File: config.mk
export PLATFORM = sky130hd
export DESIGN_NAME = p2p_message_stream_parser_top_flat
export DESIGN_NICKNAME = d
export VERILOG_FILES = /design/src/rtl/core/p2pmsp_pkg.sv /design/src/rtl/core/p2pmsp_intf.sv /design/src/rtl/core/p2pmsp_front.sv /design/src/rtl/core/p2pmsp_back.sv /design/src/rtl/core/p2p_message_stream_parser_top.sv /design/src/flat_wrapper.sv
export SDC_FILE = /design/constraint.sdc
export NUM_CORES = 1
export LEC_CHECK = 0
export ABC_AREA = 1
export BUFFER_PORTS_ARGS = -buffer_cell sky130_fd_sc_hd__buf_2
export CAP_MARGIN = 20
export CORE_ASPECT_RATIO = 0.6
export CORE_MARGIN = 2
export CORE_UTILIZATION = 50
export DETAILED_ROUTE_END_ITERATION = 7
export HOLD_SLACK_MARGIN = 0.06
export PLACE_DENSITY = 0.7
export SLEW_MARGIN = 20
export SYNTH_ARGS = -nofsm -noshare
export SYNTH_HDL_FRONTEND = slang
export SYNTH_SLANG_ARGS = --single-unit
File: constraint.sdc
create_clock -name clk_i -period 4.71 [get_ports clk_i]
set_clock_uncertainty 0.2 [all_clocks]
set_input_delay 0.471 -clock clk_i [delete_from_list [all_inputs] [get_ports clk_i]]
set_output_delay 0.471 -clock clk_i [all_outputs]
set_load 0.01 [all_outputs]
File: src/rtl/core/p2pmsp_pkg.sv
`timescale 1ns / 1ps
// ----------------------------------------------------------------------------
// p2pmsp_pkg
// Types, codes and signature constants shared by the message stream parser.
// ----------------------------------------------------------------------------
package p2pmsp_pkg;

  localparam int unsigned QueueDepth = 2;
  localparam int unsigned QueuePtrW  = $clog2(QueueDepth);
  localparam int unsigned QueueCntW  = $clog2(QueueDepth + 1);

  localparam int unsigned RoleW  = 5;
  localparam int unsigned ValueW = 32;
  localparam int unsigned ErrW   = 3;

  localparam int unsigned ApbAddrW = 3;
  localparam int unsigned ApbDataW = 32;

  // register indexes (word address)
  localparam logic RegEntryMode = 1'b0;

  localparam logic [1:0] ModeDgram   = 2'd0;
  localparam logic [1:0] ModeHeaders = 2'd1;

  localparam logic [31:0] SigDgram = 32'h4A58_5441;
  localparam logic [31:0] SigMsg   = 32'h6A78_6D67;
  localparam logic [31:0] SigElem  = 32'h6A78_656C;

  localparam logic [RoleW-1:0] RoleUnparsed = 5'd0;
  localparam logic [RoleW-1:0] RoleTrailing = 5'd23;

  typedef enum logic [4:0] {
    PhIdle     = 5'd0,
    PhDsig     = 5'd1,
    PhHnamelen = 5'd2,
    PhHname    = 5'd3,
    PhHvallen  = 5'd4,
    PhHvalue   = 5'd5,
    PhMsig     = 5'd6,
    PhVersion  = 5'd7,
    PhNscount  = 5'd8,
    PhNslen    = 5'd9,
    PhNsname   = 5'd10,
    PhElcount  = 5'd11,
    PhEsig     = 5'd12,
    PhNsid     = 5'd13,
    PhFlags    = 5'd14,
    PhNamelen  = 5'd15,
    PhName     = 5'd16,
    PhTypelen  = 5'd17,
    PhType     = 5'd18,
    PhEnclen   = 5'd19,
    PhEnc      = 5'd20,
    PhContlen  = 5'd21,
    PhCont     = 5'd22
  } phase_e;

  typedef enum logic [ErrW-1:0] {
    ErrNone      = 3'd0,
    ErrDgramSig  = 3'd1,
    ErrMsgSig    = 3'd2,
    ErrVersion   = 3'd3,
    ErrElemSig   = 3'd4
  } err_e;

  // one queued word, tagged by the front end
  typedef struct packed {
    logic [7:0] data;
    logic       start;
    logic       zero;
  } word_t;

  // queue head toward the parser
  typedef struct packed {
    logic  valid;
    word_t word;
  } head_t;

  function automatic logic [7:0] sig_pick(input logic [31:0] sig, input logic [1:0] idx);
    logic [7:0] b;
    case (idx)
      2'd0:    b = sig[31:24];
      2'd1:    b = sig[23:16];
      2'd2:    b = sig[15:8];
      default: b = sig[7:0];
    endcase
    return b;
  endfunction

endpackage

File: src/rtl/core/p2pmsp_intf.sv
`timescale 1ns / 1ps
// ----------------------------------------------------------------------------
// p2pmsp_intf
// Valid/ready channels for packet bytes in and tagged results out.
// ----------------------------------------------------------------------------
interface p2pmsp_in_if ();
  logic       valid;
  logic       ready;
  logic [7:0] data_byte;
  logic       packet_start;

  modport source (output valid, data_byte, packet_start, input ready);
  modport sink   (input valid, data_byte, packet_start, output ready);
endinterface

interface p2pmsp_out_if import p2pmsp_pkg::*; ();
  logic              valid;
  logic              ready;
  logic [RoleW-1:0]  byte_role;
  logic [ValueW-1:0] field_value;
  logic              field_done;
  logic [ErrW-1:0]   error_code;

  modport source (output valid, byte_role, field_value, field_done, error_code, input ready);
  modport sink   (input valid, byte_role, field_value, field_done, error_code, output ready);
endinterface

File: src/rtl/core/p2pmsp_front.sv
`timescale 1ns / 1ps
// ----------------------------------------------------------------------------
// p2pmsp_front
// Accepts packet bytes, tags them and holds them in a short queue.
// ----------------------------------------------------------------------------
module p2pmsp_front import p2pmsp_pkg::*; (
  input  logic        clk_i,
  input  logic        rst_ni,
  p2pmsp_in_if.sink   in_i,
  output head_t       head_o,
  input  logic        pop_i
);

  word_t                mem_q [QueueDepth];
  logic [QueuePtrW-1:0] wr_ptr_q, wr_ptr_d;
  logic [QueuePtrW-1:0] rd_ptr_q, rd_ptr_d;
  logic [QueueCntW-1:0] cnt_q, cnt_d;
  logic                 push;
  logic                 pop;
  word_t                word_in;

  assign in_i.ready = (cnt_q != QueueCntW'(QueueDepth));
  assign push       = in_i.valid && in_i.ready;
  assign pop        = pop_i && (cnt_q != '0);

  always_comb begin
    word_in.data  = in_i.data_byte;
    word_in.start = in_i.packet_start;
    word_in.zero  = (in_i.data_byte == 8'd0);
  end

  always_comb begin
    wr_ptr_d = wr_ptr_q;
    rd_ptr_d = rd_ptr_q;
    cnt_d    = cnt_q;
    if (push) begin
      wr_ptr_d = (wr_ptr_q == QueuePtrW'(QueueDepth - 1)) ? '0 : wr_ptr_q + 1'b1;
    end
    if (pop) begin
      rd_ptr_d = (rd_ptr_q == QueuePtrW'(QueueDepth - 1)) ? '0 : rd_ptr_q + 1'b1;
    end
    if (push && !pop) begin
      cnt_d = cnt_q + 1'b1;
    end else if (pop && !push) begin
      cnt_d = cnt_q - 1'b1;
    end
  end

  always_ff @(posedge clk_i or negedge rst_ni) begin
    if (!rst_ni) begin
      wr_ptr_q <= '0;
      rd_ptr_q <= '0;
      cnt_q    <= '0;
    end else begin
      wr_ptr_q <= wr_ptr_d;
      rd_ptr_q <= rd_ptr_d;
      cnt_q    <= cnt_d;
    end
  end

  always_ff @(posedge clk_i) begin
    if (push) begin
      mem_q[wr_ptr_q] <= word_in;
    end
  end

  assign head_o.valid = (cnt_q != '0);
  assign head_o.word  = mem_q[rd_ptr_q];

endmodule

File: src/rtl/core/p2pmsp_back.sv
`timescale 1ns / 1ps
// ----------------------------------------------------------------------------
// p2pmsp_back
// Parse state machine: tags each queued word and drives the result register.
// ----------------------------------------------------------------------------
module p2pmsp_back import p2pmsp_pkg::*; (
  input  logic        clk_i,
  input  logic        rst_ni,
  input  logic [1:0]  entry_mode_i,
  input  head_t       head_i,
  output logic        pop_o,
  p2pmsp_out_if.source res_o
);

  phase_e       phase_q, phase_d;
  logic [31:0]  left_q, left_d;
  logic [23:0]  accum_q, accum_d;
  logic [1:0]   idx_q, idx_d;
  logic         ok_q, ok_d;
  logic [15:0]  ns_q, ns_d;
  logic [2:0]   flags_q, flags_d;
  logic         halted_q, halted_d;

  logic              valid_q, valid_d;
  logic [RoleW-1:0]  role_q, role_d;
  logic [ValueW-1:0] value_q, value_d;
  logic              done_q, done_d;
  err_e              err_q, err_d;

  logic [7:0]  b;
  logic [31:0] num;

  assign pop_o = head_i.valid && (!valid_q || res_o.ready);
  assign b     = head_i.word.data;

  always_comb begin
    phase_d  = phase_q;
    left_d   = left_q;
    accum_d  = accum_q;
    idx_d    = idx_q;
    ok_d     = ok_q;
    ns_d     = ns_q;
    flags_d  = flags_q;
    halted_d = halted_q;
    role_d   = RoleUnparsed;
    value_d  = '0;
    done_d   = 1'b0;
    err_d    = ErrNone;

    // restart on packet start, then parse this word as the first byte
    if (head_i.word.start) begin
      left_d   = '0;
      accum_d  = '0;
      idx_d    = '0;
      ok_d     = 1'b1;
      ns_d     = '0;
      flags_d  = '0;
      halted_d = 1'b0;
      if (entry_mode_i == ModeDgram) begin
        phase_d = PhDsig;
      end else if (entry_mode_i == ModeHeaders) begin
        phase_d = PhHnamelen;
      end else begin
        phase_d = PhMsig;
      end
    end

    num = {accum_d, b};

    if (phase_d == PhIdle) begin
      role_d = RoleUnparsed;
    end else if (halted_d) begin
      role_d = RoleTrailing;
    end else begin
      role_d = RoleW'(phase_d);
      case (phase_d)
        PhDsig, PhMsig, PhEsig: begin
          if (phase_d == PhDsig) begin
            if (b != sig_pick(SigDgram, idx_d)) ok_d = 1'b0;
          end else if (phase_d == PhMsig) begin
            if (b != sig_pick(SigMsg, idx_d)) ok_d = 1'b0;
          end else begin
            if (b != sig_pick(SigElem, idx_d)) ok_d = 1'b0;
          end
          if (idx_d == 2'd3) begin
            idx_d = '0;
            if (ok_d) begin
              if (phase_d == PhDsig) begin
                phase_d = PhHnamelen;
              end else if (phase_d == PhMsig) begin
                phase_d = PhVersion;
              end else begin
                phase_d = PhNsid;
              end
            end else if (phase_d == PhDsig) begin
              err_d    = ErrDgramSig;
              halted_d = 1'b1;
            end else if (phase_d == PhMsig) begin
              err_d    = ErrMsgSig;
              halted_d = 1'b1;
            end else begin
              // retry the next four bytes as a signature
              err_d = ErrElemSig;
            end
            ok_d = 1'b1;
          end else begin
            idx_d = idx_d + 2'd1;
          end
        end
        PhHnamelen: begin
          value_d = {24'd0, b};
          done_d  = 1'b1;
          if (head_i.word.zero) begin
            phase_d = PhMsig;
          end else begin
            left_d  = {24'd0, b};
            phase_d = PhHname;
          end
        end
        PhNslen: begin
          value_d = {24'd0, b};
          done_d  = 1'b1;
          if (head_i.word.zero) begin
            if (ns_d != '0) ns_d = ns_d - 16'd1;
            phase_d = (ns_d != '0) ? PhNslen : PhElcount;
          end else begin
            left_d  = {24'd0, b};
            phase_d = PhNsname;
          end
        end
        PhVersion: begin
          if (!head_i.word.zero) begin
            err_d    = ErrVersion;
            halted_d = 1'b1;
          end else begin
            phase_d = PhNscount;
          end
        end
        PhNsid: begin
          phase_d = PhFlags;
        end
        PhFlags: begin
          flags_d = b[2:0];
          phase_d = PhNamelen;
        end
        PhHvallen, PhNscount, PhElcount, PhNamelen, PhTypelen, PhEnclen, PhContlen: begin
          if ((phase_d == PhContlen) ? (idx_d == 2'd3) : (idx_d != 2'd0)) begin
            value_d = num;
            done_d  = 1'b1;
            accum_d = '0;
            idx_d   = '0;
            case (phase_d)
              PhHvallen: begin
                if (num == '0) phase_d = PhHnamelen;
                else begin
                  left_d  = num;
                  phase_d = PhHvalue;
                end
              end
              PhNscount: begin
                ns_d    = num[15:0];
                phase_d = (num[15:0] != '0) ? PhNslen : PhElcount;
              end
              PhElcount: begin
                phase_d = PhEsig;
              end
              PhNamelen: begin
                if (num == '0) begin
                  if (flags_d[0]) phase_d = PhTypelen;
                  else phase_d = flags_d[1] ? PhEnclen : PhContlen;
                end else begin
                  left_d  = num;
                  phase_d = PhName;
                end
              end
              PhTypelen: begin
                if (num == '0) phase_d = flags_d[1] ? PhEnclen : PhContlen;
                else begin
                  left_d  = num;
                  phase_d = PhType;
                end
              end
              PhEnclen: begin
                if (num == '0) phase_d = PhContlen;
                else begin
                  left_d  = num;
                  phase_d = PhEnc;
                end
              end
              default: begin
                if (num == '0) phase_d = PhEsig;
                else begin
                  left_d  = num;
                  phase_d = PhCont;
                end
              end
            endcase
          end else begin
            accum_d = num[23:0];
            idx_d   = idx_d + 2'd1;
          end
        end
        PhHname, PhHvalue, PhNsname, PhName, PhType, PhEnc, PhCont: begin
          if (left_d != '0) left_d = left_d - 32'd1;
          if (left_d == '0) begin
            case (phase_d)
              PhHname:  phase_d = PhHvallen;
              PhHvalue: phase_d = PhHnamelen;
              PhNsname: begin
                if (ns_d != '0) ns_d = ns_d - 16'd1;
                phase_d = (ns_d != '0) ? PhNslen : PhElcount;
              end
              PhName: begin
                if (flags_d[0]) phase_d = PhTypelen;
                else phase_d = flags_d[1] ? PhEnclen : PhContlen;
              end
              PhType:   phase_d = flags_d[1] ? PhEnclen : PhContlen;
              PhEnc:    phase_d = PhContlen;
              default:  phase_d = PhEsig;
            endcase
          end
        end
        default: begin
          role_d  = RoleUnparsed;
          phase_d = PhIdle;
        end
      endcase
    end
  end

  always_comb begin
    valid_d = valid_q;
    if (pop_o) begin
      valid_d = 1'b1;
    end else if (res_o.ready) begin
      valid_d = 1'b0;
    end
  end

  always_ff @(posedge clk_i or negedge rst_ni) begin
    if (!rst_ni) begin
      phase_q  <= PhIdle;
      left_q   <= '0;
      accum_q  <= '0;
      idx_q    <= '0;
      ok_q     <= 1'b1;
      ns_q     <= '0;
      flags_q  <= '0;
      halted_q <= 1'b0;
      valid_q  <= 1'b0;
    end else begin
      valid_q <= valid_d;
      if (pop_o) begin
        phase_q  <= phase_d;
        left_q   <= left_d;
        accum_q  <= accum_d;
        idx_q    <= idx_d;
        ok_q     <= ok_d;
        ns_q     <= ns_d;
        flags_q  <= flags_d;
        halted_q <= halted_d;
      end
    end
  end

  always_ff @(posedge clk_i) begin
    if (pop_o) begin
      role_q  <= role_d;
      value_q <= value_d;
      done_q  <= done_d;
      err_q   <= err_d;
    end
  end

  assign res_o.valid       = valid_q;
  assign res_o.byte_role   = role_q;
  assign res_o.field_value = value_q;
  assign res_o.field_done  = done_q;
  assign res_o.error_code  = err_q;

endmodule

File: src/rtl/core/p2p_message_stream_parser_top.sv
`timescale 1ns / 1ps
// ----------------------------------------------------------------------------
// p2p_message_stream_parser_top
// Byte-serial parser that tags every packet byte with its role in the message.
// ----------------------------------------------------------------------------
//  channel | direction | word contents
//  in_i    | sink      | data_byte, packet_start
//  res_o   | source    | byte_role, field_value, field_done, error_code
//  apb     | slave     | entry_mode at word address 0
//
//  One byte per cycle sustained while res_o.ready holds; the parse step
//  registers a byte's result at the edge that pops it from the two-word queue.
//  Reset clears the parse state to waiting for a packet start, entry_mode to 0.
//  The input queue keeps accepting while a result waits on res_o.ready,
//  until it holds two words.
// ----------------------------------------------------------------------------
module p2p_message_stream_parser_top import p2pmsp_pkg::*; (
  input  logic                clk_i,
  input  logic                rst_ni,
  p2pmsp_in_if.sink           in_i,
  p2pmsp_out_if.source        res_o,
  input  logic                psel,
  input  logic                penable,
  input  logic                pwrite,
  input  logic [ApbAddrW-1:0] paddr,
  input  logic [ApbDataW-1:0] pwdata,
  output logic [ApbDataW-1:0] prdata,
  output logic                pready
);

  logic [1:0] entry_mode_q, entry_mode_d;
  logic       cfg_wr;
  head_t      head;
  logic       pop;

  assign pready = 1'b1;
  assign cfg_wr = psel && penable && pwrite && pready;

  always_comb begin
    entry_mode_d = entry_mode_q;
    if (cfg_wr && (paddr[2] == RegEntryMode)) begin
      entry_mode_d = pwdata[1:0];
    end
  end

  always_ff @(posedge clk_i or negedge rst_ni) begin
    if (!rst_ni) begin
      entry_mode_q <= ModeDgram;
    end else begin
      entry_mode_q <= entry_mode_d;
    end
  end

  assign prdata = (paddr[2] == RegEntryMode) ? {30'd0, entry_mode_q} : '0;

  p2pmsp_front u_front (
    .clk_i  (clk_i),
    .rst_ni (rst_ni),
    .in_i   (in_i),
    .head_o (head),
    .pop_i  (pop)
  );

  p2pmsp_back u_back (
    .clk_i        (clk_i),
    .rst_ni       (rst_ni),
    .entry_mode_i (entry_mode_q),
    .head_i       (head),
    .pop_o        (pop),
    .res_o        (res_o)
  );

`ifndef SYNTHESIS
  // parser never pops an empty queue
  a_pop_nonempty: assert property (@(posedge clk_i) disable iff (!rst_ni)
    pop |-> head.valid)
    else $error("pop from empty queue");

  // an error shows only on a signature or version byte
  a_err_role: assert property (@(posedge clk_i) disable iff (!rst_ni)
    (res_o.valid && res_o.error_code != ErrNone) |->
      (res_o.byte_role == RoleW'(PhDsig) || res_o.byte_role == RoleW'(PhMsig) ||
       res_o.byte_role == RoleW'(PhVersion) || res_o.byte_role == RoleW'(PhEsig)))
    else $error("error on a byte that is not a signature or version");

  // value is zero unless a numeric field completes
  a_value_zero: assert property (@(posedge clk_i) disable iff (!rst_ni)
    (res_o.valid && !res_o.field_done) |-> (res_o.field_value == '0))
    else $error("field value without field done");

  // a completed field never coincides with an error
  a_done_no_err: assert property (@(posedge clk_i) disable iff (!rst_ni)
    (res_o.valid && res_o.field_done) |-> (res_o.error_code == ErrNone))
    else $error("field done together with error");
`endif

endmodule

File: src/flat_wrapper.sv
// flat-port wrapper written by rule: the top's interface ports become plain ports
module p2p_message_stream_parser_top_flat import p2pmsp_pkg::*;
  (clk_i, rst_ni, psel, penable, pwrite, paddr, pwdata, prdata, pready, in_i_valid, in_i_data_byte, in_i_packet_start, in_i_ready, res_o_valid, res_o_byte_role, res_o_field_value, res_o_field_done, res_o_error_code, res_o_ready);
  p2pmsp_in_if in_i_i ();
  p2pmsp_out_if res_o_i ();
  input  logic clk_i;
  input  logic rst_ni;
  input  logic psel;
  input  logic penable;
  input  logic pwrite;
  input  logic [ApbAddrW-1:0] paddr;
  input  logic [ApbDataW-1:0] pwdata;
  output logic [ApbDataW-1:0] prdata;
  output logic pready;
  input wire logic [$bits(in_i_i.valid)-1:0] in_i_valid;
  input wire logic [$bits(in_i_i.data_byte)-1:0] in_i_data_byte;
  input wire logic [$bits(in_i_i.packet_start)-1:0] in_i_packet_start;
  output wire logic [$bits(in_i_i.ready)-1:0] in_i_ready;
  output wire logic [$bits(res_o_i.valid)-1:0] res_o_valid;
  output wire logic [$bits(res_o_i.byte_role)-1:0] res_o_byte_role;
  output wire logic [$bits(res_o_i.field_value)-1:0] res_o_field_value;
  output wire logic [$bits(res_o_i.field_done)-1:0] res_o_field_done;
  output wire logic [$bits(res_o_i.error_code)-1:0] res_o_error_code;
  input wire logic [$bits(res_o_i.ready)-1:0] res_o_ready;
  assign in_i_i.valid = in_i_valid;
  assign in_i_i.data_byte = in_i_data_byte;
  assign in_i_i.packet_start = in_i_packet_start;
  assign in_i_ready = in_i_i.ready;
  assign res_o_valid = res_o_i.valid;
  assign res_o_byte_role = res_o_i.byte_role;
  assign res_o_field_value = res_o_i.field_value;
  assign res_o_field_done = res_o_i.field_done;
  assign res_o_error_code = res_o_i.error_code;
  assign res_o_i.ready = res_o_ready;
  p2p_message_stream_parser_top u_core (.clk_i(clk_i), .rst_ni(rst_ni), .in_i(in_i_i), .res_o(res_o_i), .psel(psel), .penable(penable), .pwrite(pwrite), .paddr(paddr), .pwdata(pwdata), .prdata(prdata), .pready(pready));
endmodule
# After elaboration in Yosys (flattened, before gate mapping)
# Memories as Yosys holds them, arrays and structs flattened.
# Index checks and enable logic that the tools add are counted.
# W data, S select, Z words.
# totals
output_inout_bits	76
mem_count	1
ramBits	20
romBits	0
latch_bits	0
wordCells	227
ff_bits	132
# mem_list
memory	words	width	read_ports	rd_ports_with_merged_regs	wr	line_no	source
u_core.u_front.mem_q	2	10	1	0	1	p2pmsp_front.sv:14	word_t mem_q [QueueDepth];
# classes
n_shift	0
n_lt_le_gt_ge	0
n_reduce_logical	35
mul	0
n_addsub	7
n_eq_ne	30
div_mod_pow	0
mux	134
n_bitwise	2
# ops
op	n
$mux W32	12
$mux W16	18
$mux W24	5
$mux W8	14
$pmux W32 S3	1
$logic_not A32 Y1	2
$pmux W32 S2	1
$reduce_bool A16 Y1	4
$mux W5	12
$pmux W5 S6	2
$pmux W16 S3	1
$mux W3	15
$pmux W5 S3	3
$eq A5 B4 Y1 const B	8
$pmux W5 S8	1
$eq A5 B5 Y1 const B	7
$reduce_bool A32 Y1	1
$sub A32 B1 Y32 const B	1
$mux W1	30
$mux W2	13
$ne A8 B8 Y1	3
$reduce_or A22 Y1	1
$eq A5 B3 Y1 const B	4
$sub A16 B1 Y16 const B	1
other kinds (23)	48

# Depth between registers and ports, before layout
# Gate-level depths: netlist (run 1).
# logic_depth
word_depth	22
ltp_mapped	29
mapped_depth_nobuf	25

# Modules after synthesis
# A second synthesis (run 1) with hierarchy kept.
# unflattened
cells_unflattened	1791
hier_area_um2	11693.7
# by_module_without_submodules
module	cells_per_inst	seq_area_each_um2	instances	area_per_inst_um2
p2pmsp_back	1653	3334.4	1	10341.2
p2pmsp_front	88	700.7	1	1001.0
p2p_message_stream_parser_top	50	50.0	1	351.6

# Worst setup path after synthesis (run 1)
# OpenSTA, ideal clock, no wires.
# synth_path
path_type	reg-to-reg
startpoint	reg u_core.u_front.rd_ptr_q
endpoint	reg u_core.u_back.phase_q[1]
path_slack_ps	839
stages_incl_launch_ff	30
synth_period_minus_slack_ps	3871
arrival_time_ps	3546
cell_sequence	dfrtp_1 inv_2 nand2_1 nand2_1 buf_2 buf_2 buf_2 buf_2 clkbuf_1 nand2_1 inv_1 ha_1 clkbuf_1 inv_1 nand2_1 nand4_1 nor2_1 nand2_1 nand2_1 nand3_1 nor2_1 nand2_1 nand3_1 nand3_1 nor2_1 nand2_1 nand2_1 nand2_1 nand2_1 nand2_1
# synth_between
elab_chain_len	21
word_cells_on_any_way	114
classes_between	2 x add/sub; 28 x eq/ne; 70 x mux; 13 x reduce/logical; 1 x memory
# synth_rtl
item	line_no	source
from (decl)	p2pmsp_front.sv:16	logic [QueuePtrW-1:0] rd_ptr_q, rd_ptr_d;
from (signal assigned)	p2pmsp_front.sv:56	rd_ptr_q <= rd_ptr_d;
$mem_v2 Z2 W10 (*)	--	
parallel branches: the longest is 19 deep, another holds $sub A16 B1 Y16	--	
$mux W5 (*)	p2pmsp_back.sv:70	if (phase_d == PhIdle) begin
to (signal assigned)	p2pmsp_back.sv:242	phase_q <= PhIdle;
to (signal assigned)	p2pmsp_back.sv:254	phase_q <= phase_d;
to (decl)	p2pmsp_back.sv:15	phase_e phase_q, phase_d;
# Every way passes the cells marked *. The select of a mux whose other input is x is not followed.
# A chain may end at the register's enable or synchronous reset.

# Worst setup path in the final report (run 1)
# layout_path
startpoint	reg u_core.u_front.rd_ptr_q
endpoint	reg u_core.u_back.ns_q[7]
# layout_between
elab_chain_len	14
word_cells_on_any_way	54
classes_between	2 x add/sub; 16 x eq/ne; 28 x mux; 7 x reduce/logical; 1 x memory
# layout_rtl
item	line_no	source
$mem_v2 Z2 W10 (*)	--	
parallel branches: the longest is 12 deep, another holds $sub A32 B1 Y32	--	
$mux W16 (*)	p2pmsp_back.sv:70	
to (signal assigned)	p2pmsp_back.sv:259	ns_q <= ns_d;
to (decl)	p2pmsp_back.sv:20	logic [15:0] ns_q, ns_d;
# Marked as above.

==> results_dict.tcl, run 1 <==
set metrics [dict create \
    nNetsFinal 2032 \
    synth_ff_type "dfrtp_1" \
    coreArea_mm2 0.0233 \
    dieArea_mm2 0.0252 \
    syn_area_per_cell_um2 6.36 \
    post-route-util_pct 58.2 \
    diodes 0 \
    end_kind "register" \
    vias_per_cell 5.78 \
    fin_ws_ns 0.381 \
    place.port_buffers 63 \
    drtIter0Drc 1689 \
    outcome "finished clean" \
    grt_pass1_wl_um 67200 \
    clk_latency_ns 0.47 \
    grt_start_max_net_pins 69 \
    final_cell_mix "615 x nand2_1, 218 x nor2_1, 178 x inv_1" \
    io_pins 127 \
    gp_congestion 0.989 \
    syn_area_mm2 0.0120 \
    power_w 0.0114 \
    drc 0 \
    synthArstFlopShare_pct 59.6 \
    start_kind "register" \
    hpwl_um 32500 \
    gr-usage-all-layers_pct 35.7 \
    cts_max_level 4 \
    seq_area_frac_synth_pct 34.1 \
    clock-sinks 151 \
    antenna_found_initial 0 \
    dieHeight_um 124 \
    dr.pass1.iters 6 \
    arrival_ns 4.52 \
    initial_core_util_pct 51.4 \
    synthCells 1881 \
    grt_pass1_vias 11700 \
    fin_crit_ns 4.33 \
    synth_edf_count 61 \
    drt-total-wl_um 44100 \
    wire_per_inst_um 19.2 \
    final-hold-violation-count 0 \
    p_leak_nw 6.98 \
    max_freq_ghz 0.231 \
    finalSetupViolCount 0 \
    drive_gt1_share_pct 11.2 \
    setup-tns-final_ns 0 \
    crit_type "reg -> reg" \
    dpl_worst_slack_ns 0.536 \
    cts_buffer_depth 2 \
    maxSlewHeadroom_pct 32.0 \
    area_delta_synth_final_pct 13.2 \
    clk_pin_slew_ns 0.07 \
    cts_tree "done" \
    yosys_warnings 0 \
    num_vias 13300 \
    numCtsBuffers 17 \
    die_x_um 204 \
    yosys.cell_types.count 53 \
    period_share_pct 91.9 \
    peakVddDrop_v 0.000541 \
    layout_commonest_cell "nand2_1" \
    synth_seq_cells 151 \
    rsz0062_at_grt "false" \
    required_ns 4.91 \
    max_slew.worst_pin.slew_ns 1.01 \
    grt_overflow 0 \
    route.antenna.remaining_nets 0 \
    crit_fanout 25 \
    row_count 43 \
    worst_hold_path_type "in -> reg" \
    fill_cells 2309 \
    max_cap_violations 0 \
    powerDensity_mw_per_mm2 840 \
    final_max_slew_viol_count 0 \
    root_buffer "clkbuf_16" \
]
==> state kept, by name, indices dropped and copies added (netlist names) <==
signal                           cells
u_core.u_back.phase_q                5
u_core.u_back.idx_q                  2
u_core.u_back.left_q                32
u_core.u_back.res_o.field_done       1
u_core.u_back.ns_q                  16
u_core.u_front.mem_q                20
u_core.u_back.halted_q               1
u_core.u_back.ok_q                   1
u_core.u_front.rd_ptr_q              1
u_core.entry_mode_q                  2
u_core.u_back.accum_q               24
u_core.u_back.res_o.error_code       3
u_core.u_back.flags_q                2
u_core.u_front.cnt_q                 2
u_core.u_back.res_o.valid            1
u_core.u_back.res_o.byte_role        5
u_core.u_front.wr_ptr_q              1
u_core.u_back.res_o.field_value     32
==> cells by family after synthesis <==
logic type / Yosys count / synth area share [%]
adders and majority gates: 7 / 0.732
other: 2 / 0.0627
xor gates and xnor gates: 12 / 0.878
muxes: 1 / 0.0836
and+or+nand+nor: 1043 / 36.2
DFF: 151 / 34.1
AOI/OAI and AO/OA: 372 / 17.2
buffers and inverters: 293 / 10.7
==> layout make-up <==
class	count	area, um2	area share [%]
repair buffers	149	1020	7.52
well taps	315	394	2.91
inverters	189	709	5.24
multi-input cells	1466	6740	49.7
clock buffers	18	429	3.17
clock inverters	14	174	1.28
flip-flops and latches	151	4090	30.2
==> Yosys cell counts, types with 5 or more instances <==
cell | n | area [um2]
nor2_1 | 218 | 818
clkbuf_1 | 36 | 135
nor2_2 | 11 | 68.8
buf_2 | 31 | 155
o21ai_1 | 51 | 255
inv_1 | 179 | 672
nand3_1 | 114 | 571
a21oi_1 | 106 | 531
nor2_4 | 5 | 56.3
nand4_1 | 24 | 150
o21ai_0 | 128 | 641
ha_1 | 7 | 87.6
nand2_2 | 9 | 56.3
or2_2 | 7 | 43.8
xor2_1 | 9 | 78.8
a31oi_1 | 7 | 43.8
o22ai_1 | 39 | 244
inv_2 | 9 | 33.8
buf_4 | 31 | 233
nor3_1 | 25 | 125
nand2_1 | 617 | 2320
o211ai_1 | 10 | 75.1
dfrtp_1 | 89 | 2230
edfxtp_1 | 61 | 1830
==> metal layers <==
| metal | wire [um] | share of wire, % | vias up | global-route usage (%) |
|---|---|---|---|---|
| met3 | 5680 | 13 | 63 | 10.3 |
| met4 | 710 | 1.6 | 0 | 9.81 |
| met2 | 17500 | 40 | 766 | 49.0 |
| met1 | 20300 | 46 | 6168 | 53.8 |
| met5 | 0 | 0 | - | 0 |
| li1 | - | - | 6316 | - |
==> worst max-delay path, stage by stage (launching register included) <==
cell,delay [ns]
dfrtp_1,0.46
buf_4,0.21
nand2_1,0.09
nand2_2,0.10
nand2_2,0.13
ha_1,0.27
nand2_1,0.09
nor2_2,0.13
nand2_1,0.21
nor2_2,0.34
nand2_4,0.24
nand2_1,0.13
nand2_1,0.08
nor2_1,0.11
buf_4,0.16
nand2_1,0.05
nor2_1,0.18
nand3_1,0.12
nor2_2,0.23
nand2_2,0.10
buf_4,0.18
nand2_1,0.06
nand3_1,0.09
nand2_1,0.08
nand3_1,0.10
nand2_1,0.11
==> timing repair <==
item,CTS,global route
endpoints found under the hold margin,85,0
gates resized for setup,0,1
hold buffers,12,0
setup endpoints to repair,0,1
setup buffers,0,0
==> through the flow <==
| step | hold WS, ns | cells | cell area [um2] |
|---|---|---|---|
| after CTS | 0.0602 | 2302 | 13500 |
| after floorplan | -0.0246 | 1910 | 12100 |
| final | 0.0653 | 2302 | 13500 |
| after global placement | 0.262 | 2258 | 12800 |
| after detailed placement | 0.266 | 2258 | 12800 |
| after global routing | 0.0974 | 2302 | 13500 |
==> where the power goes <==
group	internal, W	switching, W
Sequential	0.00194	0.000323
Clock	0.000837	0.000625
Combinational	0.00216	0.00549
==> worst paths after layout <==
| check | slack, ns | end | startpoint | cells after the start |
|---|---|---|---|---|
| worst max-delay path | 0.38 | u_core.u_back.ns_q[7] | u_core.u_front.rd_ptr_q | 25 |
| worst min-delay path | 0.07 | u_core.entry_mode_q[1] | pwdata[1] | 3 |
| worst max register to register | 0.38 | u_core.u_back.ns_q[7] | u_core.u_front.rd_ptr_q | 25 |
| worst min register to register | 0.28 | u_core.u_back.accum_q[13] | u_core.u_back.accum_q[13] | 2 |
| max in group asynchronous | 2.83 | u_core.u_back.ok_q | rst_ni | 3 |
| min in group asynchronous | 0.50 | u_core.u_back.left_q[28] | rst_ni | 2 |
(Power assumes the default switching activity.)
==> inputs of run 2 (changes only) <==
--- a/config.mk
+++ b/config.mk
@@ -13,6 +13,7 @@
 export CORE_UTILIZATION = 50
 export DETAILED_ROUTE_END_ITERATION = 7
 export HOLD_SLACK_MARGIN = 0.06
+export MAX_ROUTING_LAYER = met4
 export PLACE_DENSITY = 0.7
 export SLEW_MARGIN = 20
 export SYNTH_ARGS = -nofsm -noshare
==> results_dict.tcl, run 2 (synthesis results as in run 1) <==
set metrics [dict create \
    outcome "finished clean" \
    dieHeight_um 124 \
    gp_congestion 1.06 \
    start_kind "register" \
    dieArea_mm2 0.0252 \
    max_cap_violations 0 \
    powerDensity_mw_per_mm2 838 \
    io_pins 127 \
    drc 0 \
    wire_per_inst_um 18.9 \
    die_x_um 204 \
    place.port_buffers 63 \
    rsz0062_at_grt "false" \
    power_frac_clock_pct 13.0 \
    slowest_stage "dfrtp_1" \
    max_freq_ghz 0.225 \
    grt_start_max_net_pins 85 \
    drt-total-wl_um 43400 \
    regArea_mm2 0.00409 \
    p_switching_w 0.00638 \
    gr-usage-all-layers_pct 36.3 \
    drtIter0Drc 1937 \
    root_buffer "clkbuf_16" \
    crit_fanout 37 \
    row_count 43 \
    seq_power_share_pct 20.0 \
    peakVddDrop_v 0.000805 \
    layout_commonest_cell "nand2_1" \
    setup-tns-final_ns 0 \
    cts_buffer_depth 2 \
    drive_gt1_share_pct 11.0 \
    fin_cells 2296 \
    multi_input_area_mm2 0.00674 \
    fin_ws_ns 0.259 \
    period_share_pct 94.5 \
    end_kind "register" \
    finalSetupViolCount 0 \
    dpl_worst_slack_ns 0.399 \
    vias_per_cell 5.85 \
    fin_crit_ns 4.45 \
    arrival_ns 4.60 \
    numCtsBuffers 17 \
    path_common_cell "nand2_1" \
    fill_cells 2274 \
    maxSlewHeadroom_pct 35.8 \
    combPwrFrac_pct 67.0 \
    clk_latency_ns 0.46 \
    route.antenna.remaining_nets 0 \
    final-hold-violation-count 0 \
    cts_max_level 4 \
    required_ns 4.85 \
    grt_pass1_wl_um 67300 \
    coreArea_mm2 0.0233 \
    grt_overflow 0 \
    dr.pass1.iters 8 \
    clock-sinks 151 \
    nNetsFinal 2026 \
    p_leak_nw 6.96 \
    final_cell_mix "615 x nand2_1, 217 x nor2_1, 178 x inv_1" \
    final_max_slew_viol_count 0 \
    critical-path-max-stage-delay_ns 0.50 \
    power_w 0.0113 \
    clk_pin_slew_ns 0.06 \
    num_vias 13400 \
    swShare_pct 56.4 \
    initial_core_util_pct 51.4 \
    max_slew.worst_pin.slew_ns 0.955 \
    dp_cells 2251 \
    grt_pass1_vias 11700 \
    diodes 0 \
    cts_tree "done" \
    antenna_found_initial 0 \
    area_delta_synth_final_pct 12.8 \
    crit_type "reg -> reg" \
    worst_hold_path_type "in -> reg" \
    p_int_w 0.00494 \
    hpwl_um 31700 \
]
==> run 2: cell type report <==
class | count | area share [%]
inverters | 189 | 5.25
clock buffers | 17 | 3.15
well taps | 315 | 2.92
clock inverters | 15 | 1.41
flip-flops and latches | 151 | 30.2
multi-input cells | 1466 | 49.9
repair buffers | 143 | 7.13
==> run 2: worst paths after layout <==
kind | from | to | slack [ns] | cells after the start
worst max-delay path | u_core.u_front.rd_ptr_q | u_core.u_back.ns_q[1] | 0.26 | 25
worst min-delay path | pwrite | u_core.entry_mode_q[0] | 0.17 | 3
worst max register to register | u_core.u_front.rd_ptr_q | u_core.u_back.ns_q[1] | 0.26 | 25
worst min register to register | u_core.u_front.cnt_q[0] | u_core.u_front.cnt_q[0] | 0.27 | 1
max in group asynchronous | rst_ni | u_core.u_back.ok_q | 2.82 | 3
min in group asynchronous | rst_ni | u_core.u_back.left_q[31] | 0.46 | 2
==> run 2: metal layers <==
layer / GRT usage (%) / routed length (um)
met3: 9.24 / 5910
met4: 10.1 / 843
met5: - / 0
met2: 47.6 / 16900
met1: 54.2 / 19700
==> run 2: timing repair <==
item                                    CTS  global route
buffers inserted                          0             0
resized for setup                         0             2
endpoints found under the hold margin    79             0
hold buffers                             13             0
endpoints found under the setup margin    0            25
==> run 2: critical path, delay by kind of cell (launching register included) <==
| kind | cells | cell delay [ns] |
|---|---|---|
| buf+inv | 2 | 0.30 |
| compound gates | 1 | 0.09 |
| simple gates | 21 | 3.00 |
| fa+ha+maj | 1 | 0.25 |
| flops | 1 | 0.50 |
==> run 2: power groups by stage <==
stage | logic (W) | registers [W] | clock network [W]
final | 0.00758 | 0.00227 | 0.00147
after global routing | 0.00828 | 0.00231 | 0.00155
after CTS | 0.00730 | 0.00225 | 0.00148
after detailed placement | 0.00727 | 0.00226 | 0
after global placement | 0.00718 | 0.00226 | 0
after floorplan | 0.00494 | 0.00228 | 0
==> run 2: stage by stage <==
stage | cell area (um2) | util (%) | hold slack (ns)
floorplan | 12100 | - | -0.0246
detailed placement | 12800 | 54.8 | 0.265
global route | 13500 | 58.0 | 0.169
global placement | 12800 | 54.8 | 0.262
CTS | 13500 | 58.0 | 0.151
finish | 13500 | 58.0 | 0.167
